`src/design/khist_pkg.sv`:
```
// Shared types, constants and field layout for the Kasiski factor histogram.
package khist_pkg;

  // Defaults for the top-level parameters
  localparam int MAX_FACTOR_DEF     = 32;
  localparam int DISTANCE_WIDTH_DEF = 16;
  localparam int COUNT_WIDTH_DEF    = 16;

  // Register and result field widths
  localparam int CFG_WIDTH  = 6;
  localparam int FACTOR_W   = 6;
  localparam int COUNT_W    = 16;
  localparam int SCORE_W    = 17;
  localparam int APB_DATA_W = 32;
  localparam int PADDR_W    = 3;

  localparam logic [CFG_WIDTH-1:0] MIN_FACTOR_RESET = 6'd2;
  localparam logic [CFG_WIDTH-1:0] MAX_FACTOR_RESET = 6'd20;

  // Remainder unit consumes this many dividend bits per cycle
  localparam int REM_BITS_PER_CYCLE = 8;

  // Result tdata layout, lowest field first
  localparam int FACTOR_LSB   = 0;
  localparam int COUNT_LSB    = FACTOR_LSB + FACTOR_W;
  localparam int SCORE_LSB    = COUNT_LSB + COUNT_W;
  localparam int TDATA_USED_W = SCORE_LSB + SCORE_W;
  localparam int M_TDATA_W    = ((TDATA_USED_W + 7) / 8) * 8;

  // Score of one full unit (1.0)
  localparam logic [SCORE_W-1:0] SCORE_ONE = 17'h10000;

  typedef enum logic {
    OP_ADD    = 1'b0,
    OP_REPORT = 1'b1
  } op_t;

  // Register index, taken from paddr bit 2
  typedef enum logic {
    REG_MIN_FACTOR = 1'b0,
    REG_MAX_FACTOR = 1'b1
  } reg_idx_t;

  typedef enum logic [3:0] {
    ST_IDLE,
    ST_ADD_RD,
    ST_ADD_DIV,
    ST_ADD_UPD,
    ST_RPT_SCAN,
    ST_RPT_WAIT,
    ST_RPT_DIV,
    ST_RPT_EMIT,
    ST_RPT_EMPTY
  } state_t;

  typedef struct packed {
    logic done;
    logic zero;
  } rem_status_t;

endpackage

```
`src/design/khist_rem.sv`:
```
// Multi-cycle remainder unit: dividend mod a narrow divisor, several bits per cycle.
module khist_rem #(
  parameter int DW = 16,
  parameter int VW = 6
) (
  input  logic                   clk,
  input  logic                   rst,
  input  logic                   start,
  input  logic [DW-1:0]          dividend,
  input  logic [VW-1:0]          divisor,
  output khist_pkg::rem_status_t status
);
  import khist_pkg::*;

  localparam int STEP   = REM_BITS_PER_CYCLE;
  localparam int ROUNDS = (DW + STEP - 1) / STEP;
  localparam int PW     = ROUNDS * STEP;
  localparam int RCW    = $clog2(ROUNDS + 1);

  logic [PW-1:0]  shreg;
  logic [VW-1:0]  rem;
  logic [VW-1:0]  divr;
  logic [RCW-1:0] rounds_left;
  logic           busy;
  logic           done;
  logic [VW-1:0]  rem_next;

  // Restoring steps on the narrow remainder, most significant dividend bit first
  always_comb begin
    logic [VW:0] r;
    logic [VW:0] t;
    r = {1'b0, rem};
    t = '0;
    for (int k = 0; k < STEP; k++) begin
      t = {r[VW-1:0], shreg[PW-1-k]};
      r = (t >= {1'b0, divr}) ? t - {1'b0, divr} : t;
    end
    rem_next = r[VW-1:0];
  end

  always_ff @(posedge clk) begin
    if (rst) begin
      busy <= 1'b0;
      done <= 1'b0;
    end else begin
      done <= busy && (rounds_left == RCW'(1));
      if (start) begin
        busy <= 1'b1;
      end else if (busy && (rounds_left == RCW'(1))) begin
        busy <= 1'b0;
      end
    end
  end

  always_ff @(posedge clk) begin
    if (start) begin
      shreg       <= PW'(dividend);
      rem         <= '0;
      divr        <= divisor;
      rounds_left <= RCW'(ROUNDS);
    end else if (busy) begin
      shreg       <= shreg << STEP;
      rem         <= rem_next;
      rounds_left <= rounds_left - RCW'(1);
    end
  end

  assign status.done = done;
  assign status.zero = (rem == '0);

endmodule

```
`src/design/khist_frac.sv`:
```
// Bit-serial fraction divider: floor(num * 2^16 / den) for num not above den.
module khist_frac #(
  parameter int CW = 16
) (
  input  logic                          clk,
  input  logic                          rst,
  input  logic                          start,
  input  logic [CW-1:0]                 num,
  input  logic [CW-1:0]                 den,
  output logic                          done,
  output logic [khist_pkg::SCORE_W-1:0] quot
);
  import khist_pkg::*;

  localparam int QCW = $clog2(SCORE_W + 1);

  logic [CW-1:0]  r;
  logic [CW-1:0]  dreg;
  logic [QCW-1:0] bits_left;
  logic           first;
  logic           busy;
  logic [CW:0]    trial;
  logic           ge;

  // First step compares without a shift, as num never exceeds den
  assign trial = first ? {1'b0, r} : {r, 1'b0};
  assign ge    = (trial >= {1'b0, dreg});

  always_ff @(posedge clk) begin
    if (rst) begin
      busy <= 1'b0;
      done <= 1'b0;
    end else begin
      done <= busy && (bits_left == QCW'(1));
      if (start) begin
        busy <= 1'b1;
      end else if (busy && (bits_left == QCW'(1))) begin
        busy <= 1'b0;
      end
    end
  end

  always_ff @(posedge clk) begin
    if (start) begin
      r         <= num;
      dreg      <= den;
      quot      <= '0;
      first     <= 1'b1;
      bits_left <= QCW'(SCORE_W);
    end else if (busy) begin
      r         <= ge ? CW'(trial - {1'b0, dreg}) : CW'(trial);
      quot      <= {quot[SCORE_W-2:0], ge};
      first     <= 1'b0;
      bits_left <= bits_left - QCW'(1);
    end
  end

endmodule

```
`src/design/kasiski_factor_histogram_top.sv`:
```
// Top level of the Kasiski factor histogram: sequencer, count memory and APB registers.
//
// Each request on the slave stream is either an add (tuser 0) carrying a repeat distance,
// or a report (tuser 1). An add tests every factor from max(min_factor,1) up to
// min(max_factor, MAX_FACTOR, distance) and bumps the saturating count of each one that
// divides the distance; it produces no result. Each tested factor is read as the remainder
// unit starts, waits through the remainder rounds until the unit's registered done flag,
// and is written back when it divides the distance; an empty range is accepted and dropped.
// A report walks the count memory in ascending factor order, stepping past factors with a
// zero count; each nonzero factor is read, then starts the 17-step bit-serial score divider
// and waits for its registered done flag, then is emitted, which back-pressure on the master
// stream can hold. It sends one result per nonzero count with tlast on the final one, or a
// single result with tuser 0 when nothing was counted, and leaves every count and the
// largest count cleared. Counts are held in a memory with a registered read; a valid flag
// per entry, cleared by reset and by the report, marks entries that hold a count, so no
// clearing pass is needed.
// Registers: min_factor at byte address 0, max_factor at 4 (6 bits each); write them only
// while the block is idle.
module kasiski_factor_histogram_top #(
  parameter int MAX_FACTOR     = khist_pkg::MAX_FACTOR_DEF,
  parameter int DISTANCE_WIDTH = khist_pkg::DISTANCE_WIDTH_DEF,
  parameter int COUNT_WIDTH    = khist_pkg::COUNT_WIDTH_DEF
) (
  input  logic                                    clk,
  input  logic                                    rst,
  // Slave stream
  input  logic                                    s_tvalid,
  output logic                                    s_tready,
  input  logic [((DISTANCE_WIDTH+7)/8)*8-1:0]     s_tdata,  // [DISTANCE_WIDTH-1:0] distance
  input  logic                                    s_tuser,  // [0] operation
  // Master stream
  output logic                                    m_tvalid,
  input  logic                                    m_tready,
  output logic [khist_pkg::M_TDATA_W-1:0]         m_tdata,  // [5:0] factor, [21:6] count,
                                                            // [38:22] score
  output logic                                    m_tuser,  // [0] valid_res
  output logic                                    m_tlast,  // last result of a report
  // APB register port
  input  logic                                    psel,
  input  logic                                    penable,
  input  logic                                    pwrite,
  input  logic [khist_pkg::PADDR_W-1:0]           paddr,
  input  logic [khist_pkg::APB_DATA_W-1:0]        pwdata,
  output logic [khist_pkg::APB_DATA_W-1:0]        prdata,
  output logic                                    pready
);
  import khist_pkg::*;

  localparam int DW   = DISTANCE_WIDTH;
  localparam int CW   = COUNT_WIDTH;
  localparam int FW   = $clog2(MAX_FACTOR + 1);   // holds a factor up to MAX_FACTOR
  localparam int AW   = $clog2(MAX_FACTOR);       // count memory address
  localparam int CMPW = (FW > CFG_WIDTH) ? FW : CFG_WIDTH;
  localparam int EXTW = (DW > CMPW) ? DW : CMPW;  // width for the range compare

  localparam logic [CW-1:0] CNT_MAX = {CW{1'b1}};

  state_t state, state_next;

  // Configuration registers
  logic [CFG_WIDTH-1:0] min_factor;
  logic [CFG_WIDTH-1:0] max_factor;

  // Count memory and per-entry valid flags
  logic [CW-1:0]         cnt_mem [MAX_FACTOR];
  logic [MAX_FACTOR-1:0] cnt_valid;
  logic [CW-1:0]         rd_data;
  logic                  rd_valid;
  logic [CW-1:0]         largest;

  // Sequencer registers
  logic [DW-1:0] distance;
  logic [FW-1:0] f;
  logic [FW-1:0] hi;
  logic [AW-1:0] idx;

  // Control from the output decode
  logic          mem_rd_en;
  logic [AW-1:0] mem_rd_addr;
  logic          mem_wr_en;
  logic          rem_start;
  logic          frac_start;
  logic          out_load;

  logic          s_acc;
  logic          cfg_wr;
  logic          out_free;
  logic [AW-1:0] f_addr;

  // Range of an incoming add request
  logic [CFG_WIDTH-1:0] lo6;
  logic [EXTW-1:0]      lo_ext;
  logic [EXTW-1:0]      hi_a;
  logic [EXTW-1:0]      hi_b;
  logic                 range_ok;

  // Read-modify-write values
  logic [CW-1:0] cur_cnt;
  logic [CW-1:0] inc_cnt;

  // Report helpers
  logic [MAX_FACTOR-1:0] valid_above;
  logic                  last_here;

  // Submodule results
  rem_status_t          rem_status;
  logic                 frac_done;
  logic [SCORE_W-1:0]   frac_quot;

  // Result register payload
  logic [FACTOR_W-1:0]  out_factor;
  logic [COUNT_W-1:0]   out_count;
  logic [SCORE_W-1:0]   out_score;
  logic                 out_valid_res;
  logic                 out_last;

  assign s_acc    = s_tvalid && s_tready;
  assign cfg_wr   = psel && penable && pwrite && pready;
  assign pready   = 1'b1;
  assign out_free = !m_tvalid || m_tready;
  assign f_addr   = AW'(f - FW'(1));

  // Clamp the tested range: factor zero reads as one, top bounded by storage and distance
  always_comb begin
    lo6    = (min_factor == '0) ? CFG_WIDTH'(1) : min_factor;
    lo_ext = EXTW'(lo6);
    hi_a   = (EXTW'(max_factor) > EXTW'(MAX_FACTOR)) ? EXTW'(MAX_FACTOR) : EXTW'(max_factor);
    hi_b   = (hi_a > EXTW'(s_tdata[DW-1:0])) ? EXTW'(s_tdata[DW-1:0]) : hi_a;
    range_ok = (lo_ext <= hi_b);
  end

  // Bump the count, holding it once saturated; an unwritten entry counts as zero
  assign cur_cnt = rd_valid ? rd_data : '0;
  assign inc_cnt = (cur_cnt == CNT_MAX) ? cur_cnt : cur_cnt + CW'(1);

  // The current entry is the last one when no valid entry lies above it
  assign valid_above = cnt_valid >> idx;
  assign last_here   = ~|valid_above[MAX_FACTOR-1:1];

  // Next-state logic
  always_comb begin
    state_next = state;
    case (state)
      ST_IDLE: begin
        if (s_acc) begin
          if (op_t'(s_tuser) == OP_REPORT) begin
            state_next = (cnt_valid == '0) ? ST_RPT_EMPTY : ST_RPT_SCAN;
          end else if (range_ok) begin
            state_next = ST_ADD_RD;
          end
        end
      end
      ST_ADD_RD:  state_next = ST_ADD_DIV;
      ST_ADD_DIV: begin
        if (rem_status.done) state_next = ST_ADD_UPD;
      end
      ST_ADD_UPD: begin
        state_next = (f == hi) ? ST_IDLE : ST_ADD_RD;
      end
      ST_RPT_SCAN: begin
        if (cnt_valid[idx]) state_next = ST_RPT_WAIT;
      end
      ST_RPT_WAIT: state_next = ST_RPT_DIV;
      ST_RPT_DIV: begin
        if (frac_done) state_next = ST_RPT_EMIT;
      end
      ST_RPT_EMIT: begin
        if (out_free) state_next = last_here ? ST_IDLE : ST_RPT_SCAN;
      end
      ST_RPT_EMPTY: begin
        if (out_free) state_next = ST_IDLE;
      end
      default: state_next = ST_IDLE;
    endcase
  end

  // Output decode of the sequencer
  always_comb begin
    s_tready    = 1'b0;
    mem_rd_en   = 1'b0;
    mem_rd_addr = idx;
    mem_wr_en   = 1'b0;
    rem_start   = 1'b0;
    frac_start  = 1'b0;
    out_load    = 1'b0;
    case (state)
      ST_IDLE: s_tready = 1'b1;
      ST_ADD_RD: begin
        mem_rd_en   = 1'b1;
        mem_rd_addr = f_addr;
        rem_start   = 1'b1;
      end
      ST_ADD_UPD:   mem_wr_en  = rem_status.zero;
      ST_RPT_SCAN:  mem_rd_en  = cnt_valid[idx];
      ST_RPT_WAIT:  frac_start = 1'b1;
      ST_RPT_EMIT:  out_load   = out_free;
      ST_RPT_EMPTY: out_load   = out_free;
      default: begin
      end
    endcase
  end

  // Count memory: one write and one registered read per cycle
  always_ff @(posedge clk) begin
    if (mem_wr_en) begin
      cnt_mem[f_addr] <= inc_cnt;
    end
    if (mem_rd_en) begin
      rd_data <= cnt_mem[mem_rd_addr];
    end
  end

  // Control state, registers, valid flags, largest count, report index and result valid
  always_ff @(posedge clk) begin
    if (rst) begin
      state      <= ST_IDLE;
      min_factor <= MIN_FACTOR_RESET;
      max_factor <= MAX_FACTOR_RESET;
      cnt_valid  <= '0;
      largest    <= '0;
      m_tvalid   <= 1'b0;
      idx        <= '0;
    end else begin
      state <= state_next;

      if (cfg_wr) begin
        case (reg_idx_t'(paddr[2]))
          REG_MIN_FACTOR: min_factor <= pwdata[CFG_WIDTH-1:0];
          REG_MAX_FACTOR: max_factor <= pwdata[CFG_WIDTH-1:0];
          default: begin
          end
        endcase
      end

      // Mark the entry written and follow the largest count
      if (mem_wr_en) begin
        cnt_valid[f_addr] <= 1'b1;
        if (inc_cnt > largest) largest <= inc_cnt;
      end

      // Advance the report index past empty entries; drop each entry once sent
      if (state == ST_IDLE) begin
        idx <= '0;
      end else if ((state == ST_RPT_SCAN) && !cnt_valid[idx]) begin
        idx <= idx + AW'(1);
      end else if ((state == ST_RPT_EMIT) && out_free) begin
        cnt_valid[idx] <= 1'b0;
        if (last_here) begin
          largest <= '0;
        end else begin
          idx <= idx + AW'(1);
        end
      end

      if (out_load) begin
        m_tvalid <= 1'b1;
      end else if (m_tready) begin
        m_tvalid <= 1'b0;
      end
    end
  end

  // Sequencer payload registers
  always_ff @(posedge clk) begin
    if ((state == ST_IDLE) && s_acc) begin
      distance <= s_tdata[DW-1:0];
      f        <= FW'(lo6);
      hi       <= hi_b[FW-1:0];
    end else if ((state == ST_ADD_UPD) && (f != hi)) begin
      f <= f + FW'(1);
    end
    if (mem_rd_en) begin
      rd_valid <= cnt_valid[mem_rd_addr];
    end
  end

  // Result register payload
  always_ff @(posedge clk) begin
    if (out_load) begin
      if (state == ST_RPT_EMPTY) begin
        out_factor    <= '0;
        out_count     <= '0;
        out_score     <= '0;
        out_valid_res <= 1'b0;
        out_last      <= 1'b1;
      end else begin
        out_factor    <= FACTOR_W'(FW'(idx) + FW'(1));
        out_count     <= COUNT_W'(rd_data);
        out_score     <= frac_quot;
        out_valid_res <= 1'b1;
        out_last      <= last_here;
      end
    end
  end

  assign m_tdata = {{(M_TDATA_W - TDATA_USED_W){1'b0}}, out_score, out_count, out_factor};
  assign m_tuser = out_valid_res;
  assign m_tlast = out_last;

  // Register readback
  always_comb begin
    prdata = '0;
    case (reg_idx_t'(paddr[2]))
      REG_MIN_FACTOR: prdata = APB_DATA_W'(min_factor);
      REG_MAX_FACTOR: prdata = APB_DATA_W'(max_factor);
      default:        prdata = '0;
    endcase
  end

  khist_rem #(
    .DW (DW),
    .VW (FW)
  ) u_rem (
    .clk      (clk),
    .rst      (rst),
    .start    (rem_start),
    .dividend (distance),
    .divisor  (f),
    .status   (rem_status)
  );

  khist_frac #(
    .CW (CW)
  ) u_frac (
    .clk   (clk),
    .rst   (rst),
    .start (frac_start),
    .num   (rd_data),
    .den   (largest),
    .done  (frac_done),
    .quot  (frac_quot)
  );

endmodule

```
`config.mk`:
```
export PLATFORM = sky130hd
export DESIGN_NAME = kasiski_factor_histogram_top
export DESIGN_NICKNAME = d
export VERILOG_FILES = /design/src/design/khist_pkg.sv /design/src/design/khist_rem.sv /design/src/design/khist_frac.sv /design/src/design/kasiski_factor_histogram_top.sv
export SDC_FILE = /design/constraint.sdc
export NUM_CORES = 1
export LEC_CHECK = 0
export CORE_MARGIN = 2
export CORE_UTILIZATION = 30
export CTS_BUF_LIST = sky130_fd_sc_hd__clkbuf_4 sky130_fd_sc_hd__clkbuf_8
export CTS_CLUSTER_DIAMETER = 60
export DETAILED_ROUTE_END_ITERATION = 16
export DONT_BUFFER_PORTS = 1
export SYNTH_ARGS = -nofsm -noshare
export SYNTH_HDL_FRONTEND = slang
export SYNTH_SLANG_ARGS = --single-unit
```
`constraint.sdc`:
```
create_clock -name clk -period 50.3 [get_ports clk]
set_input_delay 10.06 -clock clk [delete_from_list [all_inputs] [get_ports clk]]
set_output_delay 10.06 -clock clk [all_outputs]
set_load 0.005 [all_outputs]
```
Word level (Yosys, flattened, before mapping)
Memories as Yosys holds them, arrays and structs flattened. A register that Yosys moved wholly into a read port is not among the register bits.
Cells that the tools add are included.
Word-level totals
  bits in registers: 229
  bits in latches: 0
  bits in writable memories: 512
  ROM bits: 0
  bits of input ports: 59
  output and inout port bits: 77
  logic and storage cells: 195
  memories: 1
Operators by class
  add/sub/neg operators: 16
  $mul: 0
  divide/modulo/power cells: 0
  magnitude comparators: 18
  eq/ne operators: 20
  shift-type cells: 1
  muxes and demuxes: 72
  bitwise logic cells: 4
  reduce and logical (&&, ||, !) cells: 34
Memories
  cnt_mem: depth 32, width 16, read ports 1, clocked after memory_dff 1, wr ports 1, line kasiski_factor_histogram_top.sv:65  | logic [CW-1:0] cnt_mem [MAX_FACTOR];
Operators with widths (number)
  2-to-1 mux 16 bit: 14
  2-to-1 mux 32 bit: 5
  2-to-1 mux 6 bit: 12
  case mux 32 bit (2 select lines): 1
  >= comparator 7 x 6 -> 1 bit: 8
  subtractor 6 bit: 8
  2-to-1 mux 4 bit: 9
  case mux 4 bit (9 select lines): 1
  bitwise AND 32 bit: 1
  logical NOT 32 bit: 1
  inverter 32 bit: 1
  OR 32 bit: 1
  right shift 32 x 5 -> 32 bit: 1
  OR reduction 31 bit: 1
  2-to-1 mux 5 bit: 4
  2-to-1 mux 1 bit: 19
  < comparator 5 x 6 -> 1 bit (second input constant): 3
  >= comparator 17 x 16 -> 1 bit: 1
  2-to-1 mux 17 bit: 1
  adder 16 x 1 -> 16 bit (second input constant): 1
  == test 16 bit (second input constant): 1
  == test 4 x 3 -> 1 bit (second input constant): 4
  greater-than comparator 16 bit: 1
  greater-than comparator 6 x 16 -> 1 bit: 1
  other kinds (33): 65

Logic depth before layout (Yosys ltp)
Gate-level depths: netlist (run 1).
  depth in word-level cells: 16
  mapped depth: 78
  depth with buffers taken out: 76

Modules after synthesis
A second synthesis (run 1) with hierarchy kept.
Second synthesis, totals
  cell total of the unflattened synthesis: 2533
  area total of the unflattened synthesis: 36223.5 µm²
By module, submodules not included
  kasiski_factor_histogram_top: times used 1, cells each 1808, area an instance 29077.9 µm², seq. area each 19358.6 µm²
  khist_rem: times used 1, cells each 412, area an instance 3866.2 µm², seq. area each 860.8 µm²
  khist_frac: times used 1, cells each 313, area an instance 3279.4 µm², seq. area each 1461.4 µm²

Worst setup path before layout (run 1)
OpenSTA, ideal clock, no wires.
  path kind: input to output
  from: in paddr[2] (netlist bit)
  to: out prdata[0] (netlist bit)
  arrival: 10.674 ns
  required time: 40.240 ns
  slack: 29.566 ns
  stages: 2
  path buffers: 1
  path through: clkbuf_1 -> mux2_2
On the way
  word-level cells in the longest chain between the ends: 2
RTL lines
  from (decl): line kasiski_factor_histogram_top.sv:42  | input logic [khist_pkg::PADDR_W-1:0] paddr,
  inverter 1 bit
  case mux 32 bit (2 select lines) (*): line kasiski_factor_histogram_top.sv:303  | case (reg_idx_t'(paddr[2]))
  to (decl): line kasiski_factor_histogram_top.sv:44  | output logic [khist_pkg::APB_DATA_W-1:0] prdata,
Mark *: on every way between the ends. The rest lies on a longest branch, timed or not. The select of a mux whose other input is x is not followed.

Final worst setup path (run 1)
  from: in paddr[2] (netlist bit)
  to: out prdata[1] (netlist bit)
Same word-level chain as after synthesis.

==> impl_results.md, run 1 <==
* # fillers at 11400
* Worst Max-Slew Pin Slew at 1.21 ns
* Post-Syn Area at 35600 µm²
* Post-synth EDFFs at 652
* Mapped Cells at 2533
* Total Routing Usage GR at 13.8%
* First-pass GRT wire length at 128000 µm
* Area Overhead vs Synth at 12.9%
* Seq/Total Area, Yosys at 60.9%
* WL final at 84300 µm
* First-pass DRT Iterations at 5
* Via density at 4.95
* DR top layer: met4
* Critical Path Start Type: primary input
* Hpwl dp at 52200 µm
* Yosys warnings at 0
* Layout cells sized above 1 at 20.0%
* M1 wire length at 36400 µm
* Grt ovf at 0
* Critical Path AT at 10.39 ns
* Main synth FF type: edfxtp_1
* FP Rows at 126
* Top Ports at 136
* Die ar. at 121000 µm²
* Max frequency at 48.9 MHz
* Clock buffer depth at 3
* Core ar. at 118000 µm²
* Hold_sp: largest[15]
* CP peak stage delay at 0.33 ns
* Commonest non-fill, non-tap cell in the layout: edfxtp_1
* CP endpoint kind: output port
* Min Tclk post-route at 20.45 ns
* Peak fanout along the critical path at 8
* Post-CTS Setup Bufs at 0
* Routed met3 length at 4880 µm
* Vias in the first global route at 20800
* Resize count post-CTS at 0
* Hold Buf Count CTS at 0
* Reg area at 21700 µm²
* Syn Area/Cell at 14.1 µm²
* Hold Worst Slack at 0.457 ns
* Routed Antenna Nets at 0
* Cell family with most CP delay: multiplexers
* GP Congestion at 0.821
* # port buffers at 0
* Die Y at 348 µm
* HP Class: register to register
* DRC at 0
* Kind of critical path: primary input to output port
* Initial antenna violation count at 1
* Met2 wire length at 40900 µm
* Post-synthesis register bit count at 757
* Initial Util at 30.2%
* Area of the multi-input gates at 13200 µm²
* Fin. max-slew vios at 0
* Rel. slew slack at 19.3%
* Largest net degree at the start of global routing at 137
* Cell chain of the critical path: mux2_2
* Chip Width at 348 µm
* RSZ-0062 raised after global routing: no
* Via count at 21000
* Max-cap viol count at 0
* Final hold violation count at 0
* Nets@finish at 2775
* Final setup viols at 0
* CP max-delay cell: mux2_2
* Worst endpoint required time at 40.24 ns
* Top cell type by total area after synthesis: edfxtp_1
* Wire length per cell at 19.9 µm
* Clk_lat worst skew at 0.78 ns
* Critical path buffers and inverters at 0
* CTS buffer count at 118
* Root buf cell: clkbuf_8
* Dpl cells at 4018
* Final Non-Filler Cells at 4239
* CP startpoint: paddr[2]
* DRT iter0 DRCs at 1688
* Main area contributors after synthesis: edfxtp_1 55%, mux4_2 9.3%, dfxtp_1 5.9%
* CTS sink count at 757
* Status: completed
* Asr flop ratio synth at 0%
* Most frequent cells in the layout: 652 x edfxtp_1, 193 x nor2_1, 147 x mux4_2, 131 x nand2_1, 121 x a21oi_1
* H-tree depth at 3
* Part of the cycle the worst path needs at 40.7%
* Clock-pin slew on the worst setup and hold paths at 0.06 ns
* Library cells used by synthesis at 88
* CTS tree: done
* RR Startpoint: u_rem.divr[1]
* Clk_skew at 0.0614 ns
* Top-area cell type share of the netlist area at 55.0%
* Total negative setup slack at 0 ns
## sequential cells by signal, summed over array words and instances, names as in the netlist, 2 cells and up
name,flops
u_rem.divr,6
u_frac.r,16
distance,16
u_frac.quot,17
hi,6
out_count,16
u_rem.shreg,16
u_frac.dreg,16
cnt_mem,512
cnt_valid,32
out_factor,6
f,6
u_frac.bits_left,5
max_factor,6
out_score,17
largest,16
u_rem.rem,6
state,4
u_rem.rounds_left,2
rd_data,16
min_factor,6
idx,5
## path summary, 6_finish.rpt
kind | slack [ns] | cells after the start | to
worst max-delay path | 29.85 | 1 | prdata[1]
worst min-delay path | 0.46 | 0 | u_frac.dreg[15]
worst max register to register | 31.41 | 72 | u_rem.rem[5]
worst min register to register | 0.46 | 0 | u_frac.dreg[15]
## synth_stat cells, drive strengths merged (5+ instances only)
master,count
mux2,70
nor3b,9
inv,115
a31oi,9
xor2,31
edfxtp,652
o22ai,5
a211oi,38
nor2,231
nand3,22
o211ai,25
nor4,11
o221ai,5
fa,9
a21o,13
or4,7
and3,20
and2,42
o21bai,5
o21a,17
nor2b,48
nand4,19
dfxtp,105
mux2i,107
clkbuf,83
nand2b,28
ha,105
mux4,147
a21boi,6
o21ai,77
xnor2,36
nor3,29
nand2,131
buf,56
or3,20
a21oi,130
a311oi,5
## final cells by class
class	count	area share, %
sequential	757	53.9
multi-input combinational	1547	32.8
tap	1536	4.78
clock buffer	145	4.56
clock inverter	74	1.68
timing repair buffer	62	1.19
inverter	116	1.08
antenna	2	0.0125
## layer usage
| metal | global-route usage, % | vias to the layer above |
|---|---|---|
| li1 | - | 9763 |
| met2 | 23.1 | 567 |
| met4 | 4.60 | 0 |
| met3 | 2.58 | 112 |
| met1 | 17.9 | 10500 |
| met5 | 0 | - |
## kinds of logic (layout without fill, tap and decap cells)
| group | after synthesis | count (layout) | synth area share (%) |
|---|---|---|---|
| and+or+nand+nor | 631 | 631 | 8.54 |
| buffers and inverters | 255 | 397 | 3.01 |
| DFF | 757 | 757 | 60.9 |
| xor gates and xnor gates | 67 | 67 | 1.65 |
| muxes | 324 | 324 | 14.5 |
| adders and majority gates | 114 | 114 | 4.20 |
| AOI/OAI and AO/OA | 383 | 383 | 7.13 |
| other | 2 | 30 | 0.0211 |
## metrics by stage
stage / setup WS, ns / cell area (µm²) / utilization, %
after floorplan: 29.57 / 35700 / -
after global placement: 29.85 / 37700 / 32.0
after detailed placement: 29.85 / 37700 / 32.0
after CTS: 29.85 / 40200 / 34.1
after global routing: 29.72 / 40200 / 34.1
final: 29.85 / 40200 / 34.1
Power of run 1 is left out: the tool's default activity adds up to more than one toggle a clock period on the data nets, which glitch-free logic cannot reach.
==> run 2: changes to the inputs <==
==> constraint.sdc (replaced) <==
create_clock -name clk -period 18.6 [get_ports clk]
set_input_delay 3.72 -clock clk [delete_from_list [all_inputs] [get_ports clk]]
set_output_delay 3.72 -clock clk [all_outputs]
set_load 0.005 [all_outputs]
==> run 2 against run 1 <==
Against the previous run: via count is 0.23% higher; flip-flop and latch count stayed put; register-to-register slack worse by 30 ns; critical path type is now register to register.
==> impl_results.md, run 2 (same netlist as run 1, synthesis figures left out) <==
* CTS tree: done
* Largest net degree at the start of global routing at 137
* Max reg flops at 512
* Max frequency at 58.7 MHz
* Total negative setup slack at 0 ns
* DRT iter0 DRCs at 1634
* Chip Width at 348 µm
* Min Tclk post-route at 17.03 ns
* Part of the cycle the worst path needs at 91.6%
* Peak fanout along the critical path at 13
* CTS sink count at 757
* Max-cap viol count at 0
* Leading registers by flop count: cnt_mem x512, cnt_valid x32
* Critical Path Start Type: register
* Most frequent cells in the layout: 652 x edfxtp_1, 193 x nor2_1, 147 x mux4_2, 131 x nand2_1, 130 x clkbuf_8
* Top Ports at 136
* Root buf cell: clkbuf_8
* Initial Util at 30.2%
* Routed Antenna Nets at 0
* Area Overhead vs Synth at 13.5%
* Via count at 21000
* RSZ-0062 raised after global routing: no
* Core ar. at 118000 µm²
* CP peak stage delay at 0.61 ns
* Clk_skew at 0.0676 ns
* Total Routing Usage GR at 13.9%
* Most used cell, CP: ha_1
* Via density at 4.93
* Die ar. at 121000 µm²
* HP Class: register to register
* Worst Max-Slew Pin Slew at 1.18 ns
* Final hold violation count at 0
* Worst endpoint required time at 19.22 ns
* H-tree depth at 3
* Status: completed
* Kind of critical path: register to register
* Layout cells sized above 1 at 21.1%
* Die Y at 348 µm
* FP Rows at 126
* Critical Path AT at 17.64 ns
* Rel. slew slack at 20.9%
* GP Congestion at 0.819
* Clk_lat worst skew at 0.79 ns
* Hpwl dp at 52600 µm
* WL final at 84500 µm
* First-pass DRT Iterations at 5
* CTS buffer count at 117
* Clock-pin slew on the worst setup and hold paths at 0.06 ns
* Wire length per cell at 19.8 µm
* First-pass GRT wire length at 129000 µm
* Initial antenna violation count at 2
* # port buffers at 0
* Commonest non-fill, non-tap cell in the layout: edfxtp_1
* CP endpoint kind: register
* Top reg by flops: cnt_mem
* CP max-delay cell: edfxtp_1
* Final setup viols at 0
* DRC at 0
* Nets@finish at 2792
* Clock buffer depth at 3
* Fin. max-slew vios at 0
* Vias in the first global route at 20900
* Grt ovf at 0
## run 2: repair_timing
action / CTS / global route
buffers inserted: 0 / 1
resized for setup: 0 / 4
setup endpoints to repair: 0 / 6
hold buffers: 0 / 0
## run 2: routing by layer
layer	part of all wire, %	vias to the layer above	GRT usage (%)
li1	-	9785	-
met1	43	10500	17.9
met2	49	583	23.8
met3	5.4	113	2.21
met4	2.4	0	4.60
met5	0	-	0
## run 2: final cells by class
cell class | count | area (µm²)
timing repair buffer | 80 | 626
inverter | 116 | 435
clock inverter | 52 | 452
multi-input combinational | 1547 | 13200
sequential | 757 | 21700
tap | 1536 | 1920
antenna | 2 | 5.00
fill | 11400 | 77500
clock buffer | 172 | 2100
## run 2: worst max-delay path: cells and delay by family (launching register included)
kind	cells	cell delay [ns]
AND/OR/NAND/NOR	11	1.72
AO/OA/AOI/OAI	37	9.02
multiplexers	8	2.46
buffers and inverters	4	0.59
flip-flops	1	0.61
adder cells (fa/ha/maj)	8	2.50
## run 2: final timing paths
| check | slack (ns) | to | from | cells after the start |
|---|---|---|---|---|
| worst max register to register | 1.57 | u_rem.rem[0] | u_rem.divr[0] | 68 |
| worst max-delay path | 1.57 | u_rem.rem[0] | u_rem.divr[0] | 68 |
| worst min register to register | 0.46 | u_frac.dreg[8] | largest[8] | 0 |
| worst min-delay path | 0.46 | u_frac.dreg[8] | largest[8] | 0 |
## run 2: per-stage QoR
stage / setup slack, ns / hold slack [ns] / cell area [µm²] / std cells / utilization (%)
detailed placement: 1.22 / 0.450 / 37800 / 4035 / 32.1
global route: 0.0552 / 0.477 / 40400 / 4261 / 34.3
CTS: 1.16 / 0.464 / 40400 / 4259 / 34.2
global placement: 1.30 / 0.447 / 37800 / 4035 / 32.1
finish: 1.57 / 0.463 / 40400 / 4262 / 34.3
floorplan: 2.53 / 0.424 / 35700 / 2559 / -
Power of run 2 is left out for the same reason.
==> run 3: changes to the inputs <==
--- a/config.mk
+++ b/config.mk
@@ -7,7 +7,7 @@
 export LEC_CHECK = 0
 export CORE_MARGIN = 2
 export CORE_UTILIZATION = 30
-export CTS_BUF_LIST = sky130_fd_sc_hd__clkbuf_4 sky130_fd_sc_hd__clkbuf_8
+export CTS_BUF_LIST = sky130_fd_sc_hd__clkbuf_16
 export CTS_CLUSTER_DIAMETER = 60
 export DETAILED_ROUTE_END_ITERATION = 16
 export DONT_BUFFER_PORTS = 1
==> run 3 against run 2 <==
Against the previous run: register-to-register slack lost 0.03 ns; critical path depth shrank 1; final area shrank 0.15%; setup slack lost 0.026 ns; global-route usage shrank 0.10 points; die area is the same.
==> impl_results.md, run 3 (same netlist as run 1, synthesis figures left out) <==
* Wire length per cell at 20.1 µm
* Core ar. at 118000 µm²
* Min Tclk post-route at 17.05 ns
* Critical Path AT at 17.56 ns
* Part of the cycle the worst path needs at 91.7%
* H-tree depth at 3
* Leading registers by flop count: cnt_mem x512, cnt_valid x32
* Setup WS pre-CTS at 1.22 ns
* Critical Path Start Type: register
* First-pass DRT Iterations at 7
* Total Routing Usage GR at 13.8%
* Hold Buf Count CTS at 0
* Worst endpoint required time at 19.10 ns
* Via count at 20700
* RR Endpoint: u_rem.rem[0]
* Final setup viols at 0
* Kind of critical path: register to register
* Grt ovf at 0
* CP startpoint: u_rem.divr[0]
* Most frequent cells in the layout: 652 x edfxtp_1, 193 x nor2_1, 147 x mux4_2, 133 x inv_1, 131 x nand2_1
* Layout cells sized above 1 at 18.4%
* Most used cell, CP: ha_1
* WL final at 84000 µm
* Peak fanout along the critical path at 13
* Clock-pin slew on the worst setup and hold paths at 0.06 ns
* Max frequency at 58.6 MHz
* Worst Max-Slew Pin Slew at 1.16 ns
* CTS tree: done
* Reg2Reg Setup Slack at 1.55 ns
* Root buf cell: clkbuf_16
* RSZ-0062 raised after global routing: no
* Clk_skew at 0.0334 ns
* RR Startpoint: u_rem.divr[0]
* Final hold violation count at 0
* CP peak stage delay at 0.62 ns
* Top Ports at 136
* Hpwl dp at 52600 µm
* Via density at 4.96
* Vias in the first global route at 20500
* # port buffers at 0
* Reg2Reg Depth at 67
* FP Rows at 126
* Routed Antenna Nets at 0
* Largest net degree at the start of global routing at 137
* Top reg by flops: cnt_mem
* Status: completed
* CTS buffer count at 79
* Initial Util at 30.2%
* Rel. slew slack at 22.5%
* Commonest non-fill, non-tap cell in the layout: edfxtp_1
* CTS sink count at 757
* Initial antenna violation count at 1
* Clk_lat worst skew at 0.64 ns
* Chip Width at 348 µm
* GP Congestion at 0.819
* Clock buffer depth at 3
* Area Overhead vs Synth at 13.4%
* Fin. max-slew vios at 0
* Nets@finish at 2754
* DRC at 0
* Max-cap viol count at 0
* HP Class: register to register
* Total negative setup slack at 0 ns
* Final Util at 34.2%
* DRT iter0 DRCs at 1684
* CP endpoint kind: register
* Setup crit end: u_rem.rem[0]
* CP max-delay cell: edfxtp_1
* Die Y at 348 µm
* First-pass GRT wire length at 128000 µm
* Max reg flops at 512
* Die ar. at 121000 µm²
* Post-route setup slack at 1.55 ns
run 3: changes by cell type in the layout (fill, tap and decap cells not counted), sizes merged:
cell / before / now
bufinv: 6 / 3
clkinv: 42 / 38
clkinvlp: 0 / 1
inv: 120 / 138
clkbuf: 172 / 81
run 3: how the worst min path moves through the flow:
| stage | from | to | slack, ns | cells past startpoint |
|---|---|---|---|---|
| final | largest[8] | u_frac.dreg[8] | 0.46 | 0 |
| after global routing | largest[5] | u_frac.dreg[5] | 0.48 | 0 |
| after CTS | largest[8] | u_frac.dreg[8] | 0.46 | 0 |
| after detailed placement | largest[8] | u_frac.dreg[8] | 0.45 | 0 |
| after global placement | largest[9] | u_frac.dreg[9] | 0.45 | 0 |
| after floorplan | f[2] | u_rem.divr[2] | 0.42 | 0 |
run 3: critical path, delay by kind of cell (launching register included):
family                     cells  cell delay [ns]
muxes                          7             2.21
DFF                            1             0.62
adders and majority gates      8             2.55
and+or+nand+nor               10             1.63
AOI/OAI and AO/OA             37             9.22
buffers and inverters          5             0.68
run 3: per-layer routing:
layer	share of wire, %	up-vias	global-route usage, %
met3	4.7	96	1.92
li1	-	9682	-
met4	1.8	0	3.62
met2	49	500	23.9
met1	44	10500	18.1
met5	0	-	0
run 3: cell type report:
class                           instances  area [µm²]
Fill cell                           11300       77600
Clock inverter                         64         470
Tap cell                             1536        1920
Sequential cell                       757       21700
Antenna cell                            2        5.00
Clock buffer                           81        2030
Timing Repair Buffer                   80         626
Multi-Input combinational cell       1547       13200
Inverter                              116         435
run 3: through the flow:
step	instances	cell area, µm²	hold WS, ns
5_1_grt	4181	40300	0.483
6_report	4183	40400	0.460
3_3_place_gp	4035	37800	0.447
4_1_cts	4180	40300	0.464
2_1_floorplan	2559	35700	0.424
3_5_place_dp	4035	37800	0.450
run 3: what timing repair did:
action / 4_1_cts / 5_1_grt
gates resized for setup: 0 / 4
endpoints found under the setup margin: 0 / 6
hold endpoints to repair: 0 / 0
setup buffers: 0 / 1
Power of run 3 is left out for the same reason.
